`config.mk`:
```
export PLATFORM = sky130hd
export DESIGN_NAME = serial_link_shift_port_core
export DESIGN_NICKNAME = d
export VERILOG_FILES = /design/src/hdl/slsp_pkg.sv /design/src/hdl/slsp_core.sv /design/src/hdl/serial_link_shift_port_core.sv
export VERILOG_INCLUDE_DIRS = /design/src /design/src/hdl
export SDC_FILE = /design/constraint.sdc
export NUM_CORES = 1
export LEC_CHECK = 0
export ABC_AREA = 1
export BUFFER_PORTS_ARGS = -buffer_cell sky130_fd_sc_hd__buf_2
export CORE_ASPECT_RATIO = 1.75
export CORE_MARGIN = 2
export CORE_UTILIZATION = 55
export CTS_CLUSTER_SIZE = 10
export DETAILED_ROUTE_END_ITERATION = 10
export GPL_TIMING_DRIVEN = 0
export HOLD_SLACK_MARGIN = 0.1
export PLACE_DENSITY = 0.85
export SYNTH_ARGS = -nofsm -noshare
export SYNTH_HDL_FRONTEND = slang
export SYNTH_SLANG_ARGS = --single-unit
```
`constraint.sdc`:
```
create_clock -name clock -period 4.2 [get_ports clock]
set_input_delay 0.84 -clock clock [delete_from_list [all_inputs] [get_ports clock]]
set_output_delay 0.84 -clock clock [all_outputs]
set_load 0.05 [all_outputs]
```
`src/hdl/assert_macros.svh`:
```
// Assertion macros shared by the serial link shift port RTL.
// Needs a clock named clock and a synchronous active-high reset named reset in scope.
`ifndef ASSERT_MACROS_SVH
`define ASSERT_MACROS_SVH

// The consequent must hold in the same cycle as the antecedent.
`define ASSERT_SAME(lbl, ante, cons) \
   lbl: assert property (@(posedge clock) disable iff (reset) (ante) |-> (cons)) \
      else $error("assertion failed");

// The consequent must hold in the cycle after the antecedent.
`define ASSERT_NEXT(lbl, ante, cons) \
   lbl: assert property (@(posedge clock) disable iff (reset) (ante) |=> (cons)) \
      else $error("assertion failed");

`endif

```
`src/hdl/slsp_pkg.sv`:
```
// Package for the serial link shift port: operation codes, register offsets,
// item and result structures and fixed constants. No dependencies.
`default_nettype none

package slsp_pkg;

   // Clock cycles per machine cycle of the emulated device.
   localparam int CLOCKS_PER_MCYCLE = 4;

   localparam int ACC_W    = 20;
   localparam int PERIOD_W = 16;
   localparam int COUNT_W  = 4;

   localparam logic [ACC_W-1:0]    ACC_MAX        = '1;
   localparam logic [PERIOD_W-1:0] PERIOD_RESET   = 16'd512;
   localparam logic [7:0]          UNLINKED_BYTE  = 8'hFF;
   localparam logic [COUNT_W-1:0]  SHIFT_COUNT    = 4'd8;
   localparam int                  SC_START_BIT   = 7;
   localparam int                  SC_CLOCK_BIT   = 0;

   // Operation carried by one item.
   typedef enum logic [1:0] {
      OP_WRITE = 2'd0,
      OP_READ  = 2'd1,
      OP_TICK  = 2'd2
   } op_type;

   // Register offsets of the serial port.
   localparam logic [1:0] REG_SB = 2'd0;
   localparam logic [1:0] REG_SC = 2'd1;

   // Configuration register indexes.
   localparam logic CSR_PERIOD = 1'b0;

   typedef struct packed {
      logic [1:0] op;
      logic [1:0] reg_index;
      logic [7:0] write_data;
      logic [7:0] machine_cycles;
      logic       link_byte_arrived;
      logic       link_connected;
      logic [7:0] link_rx_byte;
   } item_type;

   typedef struct packed {
      logic [7:0] read_data;
      logic       send_valid;
      logic [7:0] send_byte;
      logic       serial_irq;
      logic       bad_address;
   } result_type;

endpackage

`default_nettype wire

```
`src/hdl/slsp_core.sv`:
```
// Serial port state and its combinational update for one item, registered on step.
// Depends on slsp_pkg and assert_macros.svh.
`default_nettype none
`include "assert_macros.svh"

module slsp_core
   import slsp_pkg::*;
(
   input  logic                clock,
   input  logic                reset,
   input  logic [PERIOD_W-1:0] period,
   input  logic                step,
   input  item_type            item,
   output result_type          result
);

   logic [7:0]         data_ff, data_in;
   logic [7:0]         control_ff, control_in;
   logic               master_ff, master_in;
   logic [7:0]         sent_ff, sent_in;
   logic [7:0]         recv_ff, recv_in;
   logic [15:0]        shifter_ff, shifter_in;
   logic [COUNT_W-1:0] shifts_ff, shifts_in;
   logic [ACC_W-1:0]   acc_ff, acc_in;

   logic [ACC_W:0]     acc_sum;
   logic [ACC_W-1:0]   acc_sat;
   logic               shift_due;
   logic [ACC_W-1:0]   acc_after;
   op_type             op;

   assign op = op_type'(item.op);

   // Accumulate the tick's clocks, saturate, and take one period off when due.
   assign acc_sum   = {1'b0, acc_ff}
                    + ((ACC_W+1)'(item.machine_cycles) * (ACC_W+1)'(CLOCKS_PER_MCYCLE));
   assign acc_sat   = acc_sum[ACC_W] ? ACC_MAX : acc_sum[ACC_W-1:0];
   assign shift_due = acc_sat >= ACC_W'(period);
   assign acc_after = shift_due ? acc_sat - ACC_W'(period) : acc_sat;

   // Next state and result for the item in hand.
   always_comb begin
      data_in    = data_ff;
      control_in = control_ff;
      master_in  = master_ff;
      sent_in    = sent_ff;
      recv_in    = recv_ff;
      shifter_in = shifter_ff;
      shifts_in  = shifts_ff;
      acc_in     = acc_ff;
      result     = '0;

      unique case (op)
         OP_WRITE: begin
            unique case (item.reg_index)
               REG_SB: begin
                  data_in = item.write_data;
               end
               REG_SC: begin
                  control_in = item.write_data;
                  if (item.write_data[SC_START_BIT] && item.write_data[SC_CLOCK_BIT]) begin
                     master_in = 1'b1;
                     sent_in   = data_ff;
                     if (item.link_connected) begin
                        result.send_valid = 1'b1;
                        result.send_byte  = data_ff;
                     end else begin
                        recv_in = UNLINKED_BYTE;
                     end
                  end
               end
               default: begin
                  result.bad_address = 1'b1;
               end
            endcase
         end
         OP_READ: begin
            unique case (item.reg_index)
               REG_SB:  result.read_data   = data_ff;
               REG_SC:  result.read_data   = control_ff;
               default: result.bad_address = 1'b1;
            endcase
         end
         OP_TICK: begin
            acc_in = acc_after;
            // A byte arrival loads the shifter and restarts the transfer.
            if (item.link_byte_arrived) begin
               if (master_ff) begin
                  recv_in = item.link_connected ? item.link_rx_byte : UNLINKED_BYTE;
               end else begin
                  sent_in = data_ff;
                  if (item.link_connected) begin
                     recv_in           = item.link_rx_byte;
                     result.send_valid = 1'b1;
                     result.send_byte  = data_ff;
                  end else begin
                     recv_in = UNLINKED_BYTE;
                  end
               end
               shifter_in = {sent_in, recv_in};
               shifts_in  = SHIFT_COUNT;
            end
            // At most one shift per tick; the last one ends the transfer.
            if (shift_due && (shifts_in != '0)) begin
               shifter_in = {shifter_in[14:0], 1'b0};
               shifts_in  = shifts_in - COUNT_W'(1);
               data_in    = shifter_in[15:8];
               if (shifts_in == '0) begin
                  result.serial_irq        = 1'b1;
                  control_in[SC_START_BIT] = 1'b0;
                  master_in                = 1'b0;
               end
            end
         end
         default: begin
         end
      endcase
   end

   // State registers advance once per processed item.
   always_ff @(posedge clock) begin
      if (reset) begin
         data_ff    <= '0;
         control_ff <= '0;
         master_ff  <= 1'b0;
         sent_ff    <= '0;
         recv_ff    <= '0;
         shifter_ff <= '0;
         shifts_ff  <= '0;
         acc_ff     <= '0;
      end else if (step) begin
         data_ff    <= data_in;
         control_ff <= control_in;
         master_ff  <= master_in;
         sent_ff    <= sent_in;
         recv_ff    <= recv_in;
         shifter_ff <= shifter_in;
         shifts_ff  <= shifts_in;
         acc_ff     <= acc_in;
      end
   end

   `ASSERT_SAME(a_shift_count_range, 1'b1, shifts_ff <= SHIFT_COUNT)
   `ASSERT_SAME(a_irq_not_with_send, step, !(result.serial_irq && result.send_valid))
   `ASSERT_SAME(a_bad_addr_quiet, step && result.bad_address,
                result.read_data == '0 && !result.send_valid && !result.serial_irq)

endmodule

`default_nettype wire

```
`src/hdl/serial_link_shift_port_core.sv`:
```
// Top level of the serial link shift port: handshakes, input and result
// registers, configuration port. Depends on slsp_pkg, slsp_core, assert_macros.svh.
`default_nettype none
`include "assert_macros.svh"

// Channel   Direction  Handshake            Payload
// req_      in         req_valid/req_ready  op, reg_index, write_data, machine_cycles,
//                                           link_byte_arrived, link_connected, link_rx_byte
// rsp_      out        rsp_valid/rsp_ready  read_data, send_valid, send_byte,
//                                           serial_irq, bad_address
// csr_      in         APB write/read       clocks_per_shift at byte address 0
//
// One item per cycle is sustained while results are taken. An item is registered on
// acceptance and processed against the port state when the result register can take
// its result; processing also loads the result register, and that single update pass
// sets the rate. A full result register that is not taken stalls processing, and the
// input register then holds its item while req_ready drops.
// Synchronous reset clears the port state and sets clocks_per_shift to 512.

module serial_link_shift_port_core
   import slsp_pkg::*;
(
   input  logic        clock,
   input  logic        reset,
   // Input channel
   input  logic        req_valid,
   output logic        req_ready,
   input  logic [1:0]  req_op,
   input  logic [1:0]  req_reg_index,
   input  logic [7:0]  req_write_data,
   input  logic [7:0]  req_machine_cycles,
   input  logic        req_link_byte_arrived,
   input  logic        req_link_connected,
   input  logic [7:0]  req_link_rx_byte,
   // Result channel
   output logic        rsp_valid,
   input  logic        rsp_ready,
   output logic [7:0]  rsp_read_data,
   output logic        rsp_send_valid,
   output logic [7:0]  rsp_send_byte,
   output logic        rsp_serial_irq,
   output logic        rsp_bad_address,
   // Configuration port
   input  logic        csr_psel,
   input  logic        csr_penable,
   input  logic        csr_pwrite,
   input  logic [2:0]  csr_paddr,
   input  logic [31:0] csr_pwdata,
   output logic [31:0] csr_prdata,
   output logic        csr_pready
);

   logic                item_valid_ff, item_valid_in;
   item_type            item_ff;
   logic                res_valid_ff, res_valid_in;
   result_type          res_ff;
   result_type          res_comb;
   logic [PERIOD_W-1:0] period_ff;
   logic                process;
   logic                req_take;
   logic                csr_write;
   logic                csr_hit;

   // Process when an item waits and the result register can take its result.
   // No item is taken while reset is held.
   assign process   = item_valid_ff && (!res_valid_ff || rsp_ready);
   assign req_ready = !reset && (!item_valid_ff || process);
   assign req_take  = req_valid && req_ready;

   assign item_valid_in = req_take || (item_valid_ff && !process);
   assign res_valid_in  = process || (res_valid_ff && !rsp_ready);

   // Input register.
   always_ff @(posedge clock) begin
      if (reset) begin
         item_valid_ff <= 1'b0;
      end else begin
         item_valid_ff <= item_valid_in;
      end
      if (req_take) begin
         item_ff <= '{op:                req_op,
                      reg_index:         req_reg_index,
                      write_data:        req_write_data,
                      machine_cycles:    req_machine_cycles,
                      link_byte_arrived: req_link_byte_arrived,
                      link_connected:    req_link_connected,
                      link_rx_byte:      req_link_rx_byte};
      end
   end

   slsp_core u_core (
      .clock  (clock),
      .reset  (reset),
      .period (period_ff),
      .step   (process),
      .item   (item_ff),
      .result (res_comb)
   );

   // Result register.
   always_ff @(posedge clock) begin
      if (reset) begin
         res_valid_ff <= 1'b0;
      end else begin
         res_valid_ff <= res_valid_in;
      end
      if (process) begin
         res_ff <= res_comb;
      end
   end

   assign rsp_valid       = res_valid_ff;
   assign rsp_read_data   = res_ff.read_data;
   assign rsp_send_valid  = res_ff.send_valid;
   assign rsp_send_byte   = res_ff.send_byte;
   assign rsp_serial_irq  = res_ff.serial_irq;
   assign rsp_bad_address = res_ff.bad_address;

   // Configuration register, written in the APB access phase.
   assign csr_pready = 1'b1;
   assign csr_hit    = (csr_paddr[2] == CSR_PERIOD);
   assign csr_write  = csr_psel && csr_penable && csr_pwrite && csr_pready;

   always_ff @(posedge clock) begin
      if (reset) begin
         period_ff <= PERIOD_RESET;
      end else if (csr_write && csr_hit) begin
         period_ff <= csr_pwdata[PERIOD_W-1:0];
      end
   end

   assign csr_prdata = csr_hit ? {{(32-PERIOD_W){1'b0}}, period_ff} : '0;

   `ASSERT_NEXT(a_item_kept_on_stall, item_valid_ff && !process, item_valid_ff)
   `ASSERT_NEXT(a_result_loaded, process, res_valid_ff)
   `ASSERT_SAME(a_no_take_when_full, item_valid_ff && !process, !req_ready)

endmodule

`default_nettype wire
```
==> After elaboration in Yosys (flattened, before gate mapping) <==
Index checks and enable logic that the tools add are counted.
{ "word_totals": {"regBits": 131, "latch_bits": 0, "ram_bits": 0, "rom_bits": 0, "in_bits": 72, "elab_cells": 103, "n_memories": 0} }
{ "op_classes": {"add_sub_neg": 3, "multipliers": 0, "div_mod_pow": 0, "n_lt_le_gt_ge": 1, "eq_ne": 9, "shifts": 0, "mux": 33, "n_bitwise": 1, "n_reduce_logical": 33} }
{ "op_table": {"columns": ["operator", "n"], "rows": [
  ["8-bit two-way mux", 8],
  ["8-bit one-hot mux with 2 select lines", 3],
  ["9-bit two-way mux", 5],
  ["20-bit two-way mux", 2],
  ["15-bit two-way mux", 2],
  ["20-bit by 10-bit adder with 21-bit output", 1],
  ["20-bit by 16-bit greater-or-equal comparator with 1-bit output", 1],
  ["20-bit by 16-bit subtractor with 20-bit output", 1],
  ["9-bit one-hot mux with 2 select lines", 1],
  ["16-bit two-way mux", 1],
  ["4-bit two-way mux", 3],
  ["1-bit logical AND", 10],
  ["5-bit AND reduction", 2],
  ["1-bit two-way mux", 6],
  ["2-bit by 1-bit != test with 1-bit output (second input constant)", 3],
  ["2-bit != test (second input constant)", 3],
  ["6-bit AND reduction", 1],
  ["1-bit zero test", 5],
  ["2-bit by 1-bit equality test with 1-bit output (second input constant)", 2],
  ["2-bit zero test", 2],
  ["4-bit zero test", 1],
  ["1-bit logical OR", 4],
  ["1-bit one-hot mux with 2 select lines", 2],
  ["2-bit AND reduction", 2],
  ["8 further kinds", 9]
]} }

==> Longest topological paths before layout <==
Gate-level depths: netlist of the first run.
{ "logic_depth": {"depth_word": 7, "ltp_mapped": 31} }

==> Modules after synthesis <==
A second synthesis of the first run with hierarchy kept.
{ "hier_totals": {"hier_cells": 1057, "hier_area_um2": 7731.2} }
{ "modules_own_cells": {"columns": ["mod", "n_inst", "cells_per_inst", "area_per_inst_um2", "seq_area_each_um2"], "rows": [
  ["slsp_core", 1, 836, 5122.4, 1261.2],
  ["serial_link_shift_port_core", 1, 221, 2608.8, 1831.8]
]} }

==> Worst setup path after synthesis of the first run <==
OpenSTA, ideal clock, no wires.
{ "synth_timing": {"path_kind": "register to register", "start": "register item_ff[10] (netlist name)", "end": "register res_ff, in the netlist rsp_serial_irq, data pin", "setup_ps": 269, "arrival_ps": 3303, "required_ps": 3931, "slack_ps": 628, "path_stages_with_launch": 28, "path_buffers": 3, "path_cell_list": "edfxtp_1 ha_1 fa_1 nand2_1 nand2_1 nand3_2 nand2_2 nand2_2 nand2_2 nand2_2 buf_4 o21ai_0 a21oi_1 inv_1 ha_1 nand2_1 nor2_1 and2_1 nand2_1 inv_1 nor2_1 nand2_2 nor2_2 nand2_2 nand2_2 buf_6 buf_6 nor3_1"} }
{ "synth_between": {"elab_chain_len": 5} }
{ "synth_lines": {"columns": ["element", "line", "source"], "rows": [
  ["start, declared", "serial_link_shift_port_core.sv:54", "item_type item_ff;"],
  ["start signal, assigned", "serial_link_shift_port_core.sv:81", "item_ff <= '{op: req_op,"],
  ["20-bit by 10-bit adder with 21-bit output", "slsp_core.sv:36", "+ ((ACC_W+1)'(item.machine_cycles) * (ACC_W+1)'(CLOCKS_PER_MCYCLE));"],
  ["20-bit two-way mux", "slsp_core.sv:37", "assign acc_sat = acc_sum[ACC_W] ? ACC_MAX : acc_sum[ACC_W-1:0];"],
  ["20-bit by 16-bit greater-or-equal comparator with 1-bit output", "slsp_core.sv:38", "assign shift_due = acc_sat >= ACC_W'(period);"],
  ["1-bit logical AND", "slsp_core.sv:104", "if (shift_due && (shifts_in != '0)) begin"],
  ["2-bit AND reduction (no line)", null, null],
  ["end signal, assigned", "serial_link_shift_port_core.sv:108", "res_ff <= res_comb;"],
  ["end, declared", "serial_link_shift_port_core.sv:56", "result_type res_ff;"]
]} }
Every way passes these cells.
A chain may end at the register's enable or synchronous reset.

==> Final worst setup path of the first run <==
{ "layout_timing": {"start": "register item_ff[10] (netlist name)", "end": "register u_core.shifter_ff[13]"} }
{ "layout_between": {"elab_chain_len": 5} }
{ "layout_lines": {"columns": ["element", "line", "source"], "rows": [
  ["20-bit by 10-bit adder with 21-bit output", "slsp_core.sv:36", null],
  ["20-bit two-way mux", "slsp_core.sv:37", null],
  ["20-bit by 16-bit greater-or-equal comparator with 1-bit output", "slsp_core.sv:38", null],
  ["1-bit logical AND", "slsp_core.sv:104", null],
  ["15-bit two-way mux", "slsp_core.sv:104", null],
  ["end signal, assigned", "slsp_core.sv:137", "shifter_ff <= shifter_in;"],
  ["end, declared", "slsp_core.sv:22", "logic [15:0] shifter_ff, shifter_in;"]
]} }
Every way passes these cells.

==> impl_metrics.yaml, run 1 <==
global_route:
  grt_pass1_wl_um: 33960
  first_global_vias: 7150
  overflow: 0
  grt_usage: 0.2964
  antenna_found_initial: 0
  grt_start_max_net_pins: 31
setup_path:
  r2r-start: "item_ff[10]"
  crit_start: "item_ff[10]"
  worstPathRequired_ps: 4490
  critPathArrivalTime_ps: 4280
  path_class: "register to register"
  worstSetupEndpointType: "register"
  cp-start-kind: "register"
  crit_fanout: 11
clock_tree:
  cts.sink_count: 130
  cts_buffer_depth: 2
  clk_pin_slew_ps: 60
  tritoncts: "yes"
  cts_root_buf: "clkbuf_16"
  clock_latency_ps: 440
  htreeDepth: 4
  numCtsBuffers: 17
  ctsHoldBuffers: 0
sta:
  fin_crit_ps: 3994
  final_max_slew_viol_count: 0
  worst_slew_pin_slew_ps: 973.6
  finalSetupTns_ps: 0
  hold_viol: 0
  fin_ws_ps: 205.9
  finClkSkew_ps: 9.950
  setup_viol: 0
  timing.slew.headroom: 0.3455
  min_period_over_period: 0.9510
  timing.fmax_ghz: 0.2504
final_layout:
  n_antenna_cell: 0
  seq_area_um2: 3093
  layout_common_cells: "219 x nand2_1, 95 x buf_2, 93 x nor2_1, 93 x inv_1, 84 x a21oi_1"
  fin_nets: 1238
  area_delta_synth_final_pct: 20.08
  multi_input_area_um2: 3981
  drive_gt1_frac: 0.2016
  mostFrequentLayoutCell: "nand2_1"
  fillerInstances: 1166
place:
  preCtsSetupSlack_ps: -136.8
  gp_congestion: 0.9463
  dp_hpwl_um: 16130
  io_buffer_count: 89
synthesis:
  synthFlopType: "dfxtp_1"
  synth-edff-count: 49
  ys_seq_area_frac: 0.4079
  postSynthCellCount: 1011
  async_flop_share: 0
  synth-seq-cells: 130
  synth_cell_types: 48
  netlist_area_um2: 7584
  avgSynthCellArea_um2: 7.501
  synth_warnings: 0
floorplan:
  initial_core_util: 0.5637
  core-area_um2: 13450
  fp.dieH_um: 159.3
  die_x_um: 92.77
  boundaryPins: 126
  dieArea_um2: 14780
  row_count: 56
routing:
  drt-pass1-iter-count: 9
  postRouteWirelength_um: 22060
  drt_iter0_drc: 503
  vias: 7414
  detail-route-antenna-nets: 0
  drc: 1
  wl_per_cell_um: 16.65
  vias_per_cell: 5.595
power_and_ir_drop:
  power_frac_comb: 0.216
  powerDensity_nw_per_um2: 412.4
  leakagePower_nw: 4.054
  peakVddDrop_v: 0.0003310
  clkPwrFrac: 0.415
  total_power_mw: 3.755
  swShare: 0.3129
  netSwitchingPower_mw: 1.175
  intPower_mw: 2.580
  p_seq_frac: 0.369
hold_path:
  min_from: "u_core.shifter_ff[13]"
  min_path_type: "register to register"
status:
  violations: "DRC"
  status: "finished, violations left"
run:
  maxCapViolations: 0
## stage by stage
| stage | hold slack, ps | cell area [µm²] | std cells | util |
|---|---|---|---|---|
| floorplan | 440.6 | 7640 | 1026 | - |
| global placement | 450.8 | 8303 | 1289 | 0.6172 |
| detailed placement | 452.4 | 8310 | 1289 | 0.6177 |
| CTS | 461.2 | 8957 | 1323 | 0.6658 |
| global route | 472.8 | 9106 | 1325 | 0.6769 |
| finish | 463.4 | 9106 | 1325 | 0.6769 |
## layout make-up
type / count / area share
Clock buffer: 19 / 0.04754
Sequential cell: 130 / 0.3397
Tap cell: 174 / 0.02391
Inverter: 102 / 0.04204
Multi-Input combinational cell: 737 / 0.4372
Timing Repair Buffer: 94 / 0.05386
Buffer: 56 / 0.03669
Clock inverter: 13 / 0.01910
## power groups by stage
stage | Combinational [mW] | Clock [mW] | Sequential, mW
6_report | 0.811 | 1.56 | 1.38
5_1_grt | 0.878 | 1.62 | 1.39
4_1_cts | 0.758 | 1.55 | 1.38
3_5_place_dp | 0.738 | 0 | 1.41
3_3_place_gp | 0.727 | 0 | 1.41
2_1_floorplan | 0.536 | 0 | 1.42
## timing repair
item | 4_1_cts | 5_1_grt
setup endpoints to repair | 49 | 50
buffers inserted | 2 | 2
pin swaps | 3 | 4
resized for setup | 8 | 24
gates cloned | 0 | 1
## path summary, 6_finish.rpt
| check | to | slack [ps] | cells after the start |
|---|---|---|---|
| max | u_core.shifter_ff[13] | 210 | 27 |
| min reg2reg | u_core.shifter_ff[13] | 460 | 2 |
| min | u_core.shifter_ff[13] | 460 | 2 |
| max reg2reg | u_core.shifter_ff[13] | 210 | 27 |
## synth_stat cells, types with 7 or more instances
| master | count | area [µm²] |
|---|---|---|
| inv_2 | 7 | 26.28 |
| ha_1 | 26 | 325.3 |
| o21ai_1 | 9 | 45.04 |
| a21oi_1 | 85 | 425.4 |
| or2_2 | 11 | 68.82 |
| edfxtp_1 | 49 | 1471 |
| xnor2_1 | 9 | 78.83 |
| nand2_2 | 12 | 75.07 |
| clkbuf_1 | 25 | 93.84 |
| inv_1 | 93 | 349.1 |
| nand3b_1 | 10 | 75.07 |
| nand2_1 | 224 | 840.8 |
| nor2_1 | 98 | 367.9 |
| buf_4 | 18 | 135.1 |
| dfxtp_1 | 81 | 1622 |
| nand3_1 | 82 | 410.4 |
| o22ai_1 | 8 | 50.05 |
| o21ai_0 | 66 | 330.3 |
| nand4_1 | 9 | 56.30 |
| xor2_1 | 7 | 61.31 |
| a31oi_1 | 14 | 87.58 |
| buf_2 | 7 | 35.03 |
## critical path, stage by stage, from the launching register on
cell and delay [ps]:
edfxtp_1 420, ha_4 210, fa_2 410, nand2_2 100
nand2_2 100, nand3_2 90, nand2_2 90, nand2_2 70
nand2_2 110, nand2_8 150, nand3b_1 200, ha_4 300
nand2_2 90, inv_1 40, a21oi_1 170, nand2_2 150
nand2_1 90, nand3_1 60, nor2_1 120, nand2_2 60
nor2_2 80, nand2_2 90, nand2_2 120, buf_8 160
buf_6 150, nand2_1 70, nand3_1 80, a21oi_1 60
## routing by layer
layer	part of all wire	vias up	global-route usage
met5	0	-	0
met4	0.091	0	0.2420
met3	0.060	135	0.06247
met2	0.53	351	0.5445
met1	0.32	3342	0.2684
li1	-	3586	-
## state kept, by name, summed over array words and instances (netlist names), 4 cells and up
signal,cells
period_ff,16
u_core.control_ff,8
u_core.sent_ff,7
u_core.shifts_ff,4
rsp_send_byte,8
u_core.shifter_ff,15
u_core.data_ff,8
item_ff,30
u_core.acc_ff,20
rsp_read_data,8
## cell families after synthesis
group	Yosys count	synth area share
simple gates	474	0.2813
compound gates	196	0.1406
buf+inv	159	0.09470
flops	130	0.4079
fa+ha+maj	28	0.04818
xor+xnor	16	0.01848
mux	6	0.007920
other cells	2	0.0009903
Power figures use the tool's default switching activity.
==> run 2: changes to the inputs <==
--- a/config.mk
+++ b/config.mk
@@ -16,6 +16,7 @@
 export GPL_TIMING_DRIVEN = 0
 export HOLD_SLACK_MARGIN = 0.1
 export PLACE_DENSITY = 0.85
+export SETUP_SLACK_MARGIN = 0.5
 export SYNTH_ARGS = -nofsm -noshare
 export SYNTH_HDL_FRONTEND = slang
 export SYNTH_SLANG_ARGS = --single-unit
==> impl_metrics.yaml, run 2 (synthesized netlist as in run 1, its figures left out) <==
routing:
  drt-pass1-iter-count: 5
  drc: 0
  detail-route-antenna-nets: 0
  drt_iter0_drc: 702
  vias: 8066
  vias_per_cell: 5.896
  wl_per_cell_um: 19.39
  postRouteWirelength_um: 26520
final_layout:
  fin_nets: 1281
  mostFrequentLayoutCell: "nand2_1"
  final_cell_area_um2: 10190
  drive_gt1_frac: 0.3191
  n_antenna_cell: 0
  layout_common_cells: "183 x nand2_1, 94 x buf_2, 88 x nor2_1, 87 x inv_1, 81 x dfxtp_1"
  largest_reg_flops: 30
  fillerInstances: 928
  final_core_util: 0.7578
  multi_input_area_um2: 4561
  reg_top3: "item_ff x30, u_core.acc_ff x20, period_ff x16"
  seq_area_um2: 3093
  area_delta_synth_final_pct: 34.43
  regMostFlops: "item_ff"
  final_cells: 1368
floorplan:
  die_x_um: 92.77
  boundaryPins: 126
  dieArea_um2: 14780
  initial_core_util: 0.5637
  fp.dieH_um: 159.3
  core-area_um2: 13450
  row_count: 56
place:
  dp.cells: 1289
  io_buffer_count: 89
  dp_hpwl_um: 16130
  gp_congestion: 0.9463
  dpl-instance-area_um2: 8310
  preCtsSetupSlack_ps: -136.8
global_route:
  antenna_found_initial: 0
  overflow: 0
  grt_pass1_wl_um: 37740
  grt_usage: 0.3322
  grt_start_max_net_pins: 31
  first_global_vias: 7780
power_and_ir_drop:
  swShare: 0.3294
  total_power_mw: 4.152
  leakagePower_nw: 4.483
  clkPwrFrac: 0.378
  p_seq_frac: 0.334
  powerDensity_nw_per_um2: 407.3
  intPower_mw: 2.785
  power_frac_comb: 0.288
  peakVddDrop_v: 0.0003601
  netSwitchingPower_mw: 1.368
sta:
  min_period_over_period: 0.9296
  fin_crit_ps: 3904
  timing.slew.headroom: 0.2534
  rsz0062_at_grt: "true"
  fin_ws_ps: 295.6
  worst_slew_pin_slew_ps: 1111
  setup_viol: 0
  hold_viol: 0
  timing.fmax_ghz: 0.2561
  finClkSkew_ps: 10.38
  final_max_slew_viol_count: 0
clock_tree:
  cts.sink_count: 130
  numCtsBuffers: 17
  cts_root_buf: "clkbuf_16"
  clock_latency_ps: 440
  cts_buffer_depth: 2
  htreeDepth: 4
  clk_pin_slew_ps: 60
  ctsHoldBuffers: 0
  tritoncts: "yes"
setup_path:
  critPathBufInv: 5
  path_common_cell: "nand2_4"
  worstPathRequired_ps: 4530
  slowest_delay_ps: 420
  worstSetupEndpointType: "register"
  cpMaxStageDelayCell: "edfxtp_1"
  crit_family: "simple AND/OR/NAND/NOR gates"
  r2r_setup_slack_ps: 300
  crit_fanout: 5
  critPathArrivalTime_ps: 4240
  cp-start-kind: "register"
  path_class: "register to register"
status:
  status: "finished, final reports clean"
run:
  maxCapViolations: 0
hold_path:
  min_path_type: "register to register"
-- run 2: cell types whose count changed in the layout (fill, tap and decap cells not counted), moves of 15 or more --
| cell | change |
|---|---|
| a21oi_1 | -17 |
| a21oi_2 | +15 |
| buf_4 | +25 |
| nand2_1 | -36 |
| nand2_2 | +22 |
| nand2_4 | +15 |
| nand3_1 | -21 |
| nand3_2 | +18 |
-- run 2: final cells by class --
class,instances,share of cell area
multi-input cells,737,0.4473
flip-flops and latches,130,0.3034
repair buffers,136,0.09364
clock buffers,19,0.04246
inverters,102,0.03756
plain buffers,57,0.03719
well taps,174,0.02135
clock inverters,13,0.01706
-- run 2: worst paths after layout --
check | from | end | cells after the start
worst max-delay path | item_ff[10] | u_core.acc_ff[7] | 26
worst min-delay path | u_core.shifter_ff[8] | u_core.shifter_ff[8] | 2
worst max register to register | item_ff[10] | u_core.acc_ff[7] | 26
worst min register to register | u_core.shifter_ff[8] | u_core.shifter_ff[8] | 2
-- run 2: timing repair --
item                                    4_1_cts  5_1_grt
gates resized for setup                      95      105
pin swaps                                    43       56
setup buffers                                29       12
endpoints found under the setup margin       50       50
gates cloned                                  5        1
-- run 2: layer usage --
layer	global-route usage	vias to the layer above	wire length [µm]
met3	0.06720	214	1957
met5	0	-	0
li1	-	3662	-
met2	0.5830	500	13520
met4	0.3175	0	2943
met1	0.3064	3690	8097
-- run 2: worst register-to-register path, cell delays in order, from the launching register on --
cell,delay (ps)
edfxtp_1,420
ha_4,190
fa_2,370
nand2_4,100
nand2_4,70
nand3_4,80
nand2_4,80
nand2_4,80
nand2_4,60
nand2_4,100
buf_8,140
nand3b_1,200
ha_4,300
nand2_4,80
inv_2,40
a21oi_2,160
nand2_2,120
buf_6,160
a21oi_4,160
nand2_2,70
nor2_2,100
nand2_2,80
nor2_4,190
buf_6,190
o21ai_2,70
o21ai_1,130
inv_1,50
-- run 2: power groups by stage --
stage / logic (mW) / clock network, mW / registers (mW)
after detailed placement: 0.738 / 0 / 1.41
after global placement: 0.727 / 0 / 1.41
after global routing: 1.25 / 1.62 / 1.39
after CTS: 0.981 / 1.55 / 1.38
final: 1.20 / 1.57 / 1.39
after floorplan: 0.536 / 0 / 1.42
-- run 2: stage by stage --
step	TNS, ps	hold slack [ps]
4_1_cts	0	461.2
5_1_grt	0	476.4
6_report	0	465.6
3_3_place_gp	-5381	450.8
3_5_place_dp	-4097	452.4
2_1_floorplan	0	440.6
==> run 3: changes to the inputs <==
--- a/config.mk
+++ b/config.mk
@@ -10,12 +10,12 @@
 export BUFFER_PORTS_ARGS = -buffer_cell sky130_fd_sc_hd__buf_2
 export CORE_ASPECT_RATIO = 1.75
 export CORE_MARGIN = 2
-export CORE_UTILIZATION = 55
+export CORE_UTILIZATION = 50
 export CTS_CLUSTER_SIZE = 10
 export DETAILED_ROUTE_END_ITERATION = 10
 export GPL_TIMING_DRIVEN = 0
 export HOLD_SLACK_MARGIN = 0.1
-export PLACE_DENSITY = 0.85
+export PLACE_DENSITY = 0.79
 export SETUP_SLACK_MARGIN = 0.5
 export SYNTH_ARGS = -nofsm -noshare
 export SYNTH_HDL_FRONTEND = slang
==> impl_metrics.yaml, run 3 (synthesized netlist as in run 1, its figures left out) <==
status:
  status: "finished, final reports clean"
final_layout:
  n_antenna_cell: 0
  layout_common_cells: "198 x nand2_1, 94 x buf_2, 90 x nor2_1, 88 x inv_1, 81 x dfxtp_1"
  largest_reg_flops: 30
  fillerInstances: 1194
  seq_area_um2: 3093
  fin_nets: 1267
  drive_gt1_frac: 0.2864
  multi_input_area_um2: 4409
  mostFrequentLayoutCell: "nand2_1"
  area_delta_synth_final_pct: 30.08
  regMostFlops: "item_ff"
  reg_top3: "item_ff x30, u_core.acc_ff x20, period_ff x16"
setup_path:
  crit_family: "simple AND/OR/NAND/NOR gates"
  cpMaxStageDelayCell: "ha_1"
  crit_fanout: 6
  path_class: "register to register"
  path_common_cell: "nand2_1"
  cp-start-kind: "register"
  worstSetupEndpointType: "register"
  critPathArrivalTime_ps: 4310
  slowest_delay_ps: 450
  worstPathRequired_ps: 4550
  critPathBufInv: 4
routing:
  wl_per_cell_um: 17.76
  vias_per_cell: 5.713
  detail-route-antenna-nets: 0
  postRouteWirelength_um: 24200
  drc: 0
  vias: 7787
  drt-pass1-iter-count: 5
  drt_iter0_drc: 515
global_route:
  grt_start_max_net_pins: 31
  grt_usage: 0.2832
  first_global_vias: 7381
  grt_pass1_wl_um: 36150
  antenna_found_initial: 0
  overflow: 0
sta:
  fin_crit_ps: 3960
  fin_ws_ps: 240.2
  min_period_over_period: 0.9428
  worst_slew_pin_slew_ps: 1028
  rsz0062_at_grt: "true"
  hold_viol: 0
  finClkSkew_ps: 11.08
  finalSetupTns_ps: 0
  final_max_slew_viol_count: 0
  timing.fmax_ghz: 0.2525
  setup_viol: 0
  timing.slew.headroom: 0.3087
floorplan:
  row_count: 59
  die_x_um: 97.10
  fp.dieH_um: 166.9
  core-area_um2: 14840
  initial_core_util: 0.5111
  dieArea_um2: 16210
  boundaryPins: 126
clock_tree:
  clk_pin_slew_ps: 60
  clock_latency_ps: 430
  cts_root_buf: "clkbuf_16"
  tritoncts: "yes"
  htreeDepth: 4
  cts_buffer_depth: 2
  cts.sink_count: 130
  numCtsBuffers: 17
place:
  io_buffer_count: 89
  dp_hpwl_um: 15900
  preCtsSetupSlack_ps: -151.9
  gp_congestion: 0.9649
hold_path:
  min_path_type: "register to register"
power_and_ir_drop:
  peakVddDrop_v: 0.0003135
  leakagePower_nw: 4.336
  powerDensity_nw_per_um2: 404.5
run:
  maxCapViolations: 0
-- run 3: changes by cell type in the layout (fill, tap and decap cells not counted), moves of 3 or more --
cell and delta:
a21oi_1 +5, nand3_1 +7, ha_4 -3, nand3_2 -7
ha_2 +3, nand2_2 -14, a21oi_2 -5, buf_6 -6
nand2_1 +15, buf_4 -6
-- run 3: through the flow --
stage / util / instances / hold WS, ps / instance area (µm²) / total power, mW
floorplan: - / 1026 / 440.6 / 7640 / 1.958
global placement: 0.5603 / 1298 / 449.8 / 8314 / 2.138
detailed placement: 0.5608 / 1298 / 456.9 / 8322 / 2.149
CTS: 0.6417 / 1354 / 463.1 / 9522 / 3.814
global route: 0.6648 / 1363 / 474.9 / 9864 / 4.114
finish: 0.6648 / 1363 / 461.1 / 9864 / 3.990
-- run 3: per-layer routing --
layer | part of all wire | up-vias | track usage | wire length, µm
met1 | 0.32 | 3579 | 0.2627 | 7671
met5 | 0 | - | 0 | 0
met3 | 0.066 | 145 | 0.05875 | 1603
met4 | 0.086 | 0 | 0.2149 | 2070
met2 | 0.53 | 410 | 0.5293 | 12860
li1 | - | 3653 | - | -
-- run 3: area by class of cell --
| class | instances | area share |
|---|---|---|
| Timing Repair Buffer | 122 | 0.07915 |
| Clock buffer | 18 | 0.04452 |
| Sequential cell | 130 | 0.3135 |
| Buffer | 57 | 0.03932 |
| Clock inverter | 14 | 0.01446 |
| Inverter | 102 | 0.03881 |
| Multi-Input combinational cell | 737 | 0.4470 |
| Tap cell | 183 | 0.02321 |
-- run 3: tightest hold or removal path, delay by kind of cell (launching register included) --
family,cells,cell delay [ps]
DFF,1,310
and+or+nand+nor,1,60
AOI/OAI and AO/OA,1,50
-- run 3: timing repair --
item                       4_1_cts  5_1_grt
hold buffers                     0        0
buffers inserted                19        8
setup endpoints to repair       50       50
gates resized for setup        101       59
pin swaps                       40       38
hold endpoints to repair         0        0
cloned                           5        1
-- run 3: final timing paths --
path                                            from                    to  slack, ps  depth (start not counted)
worst max register to register           item_ff[12]      u_core.acc_ff[5]        240                         26
worst min-delay path            u_core.shifter_ff[7]  u_core.shifter_ff[7]        460                          2
worst max-delay path                     item_ff[12]      u_core.acc_ff[5]        240                         26
worst min register to register  u_core.shifter_ff[7]  u_core.shifter_ff[7]        460                          2
-- run 3: power breakdown --
part / switching (mW) / total, mW / internal, mW
Combinational: 0.671 / 1.12 / 0.451
Sequential: 0.0325 / 1.39 / 1.35
Clock: 0.634 / 1.48 / 0.848
Total: 1.34 / 3.99 / 2.65
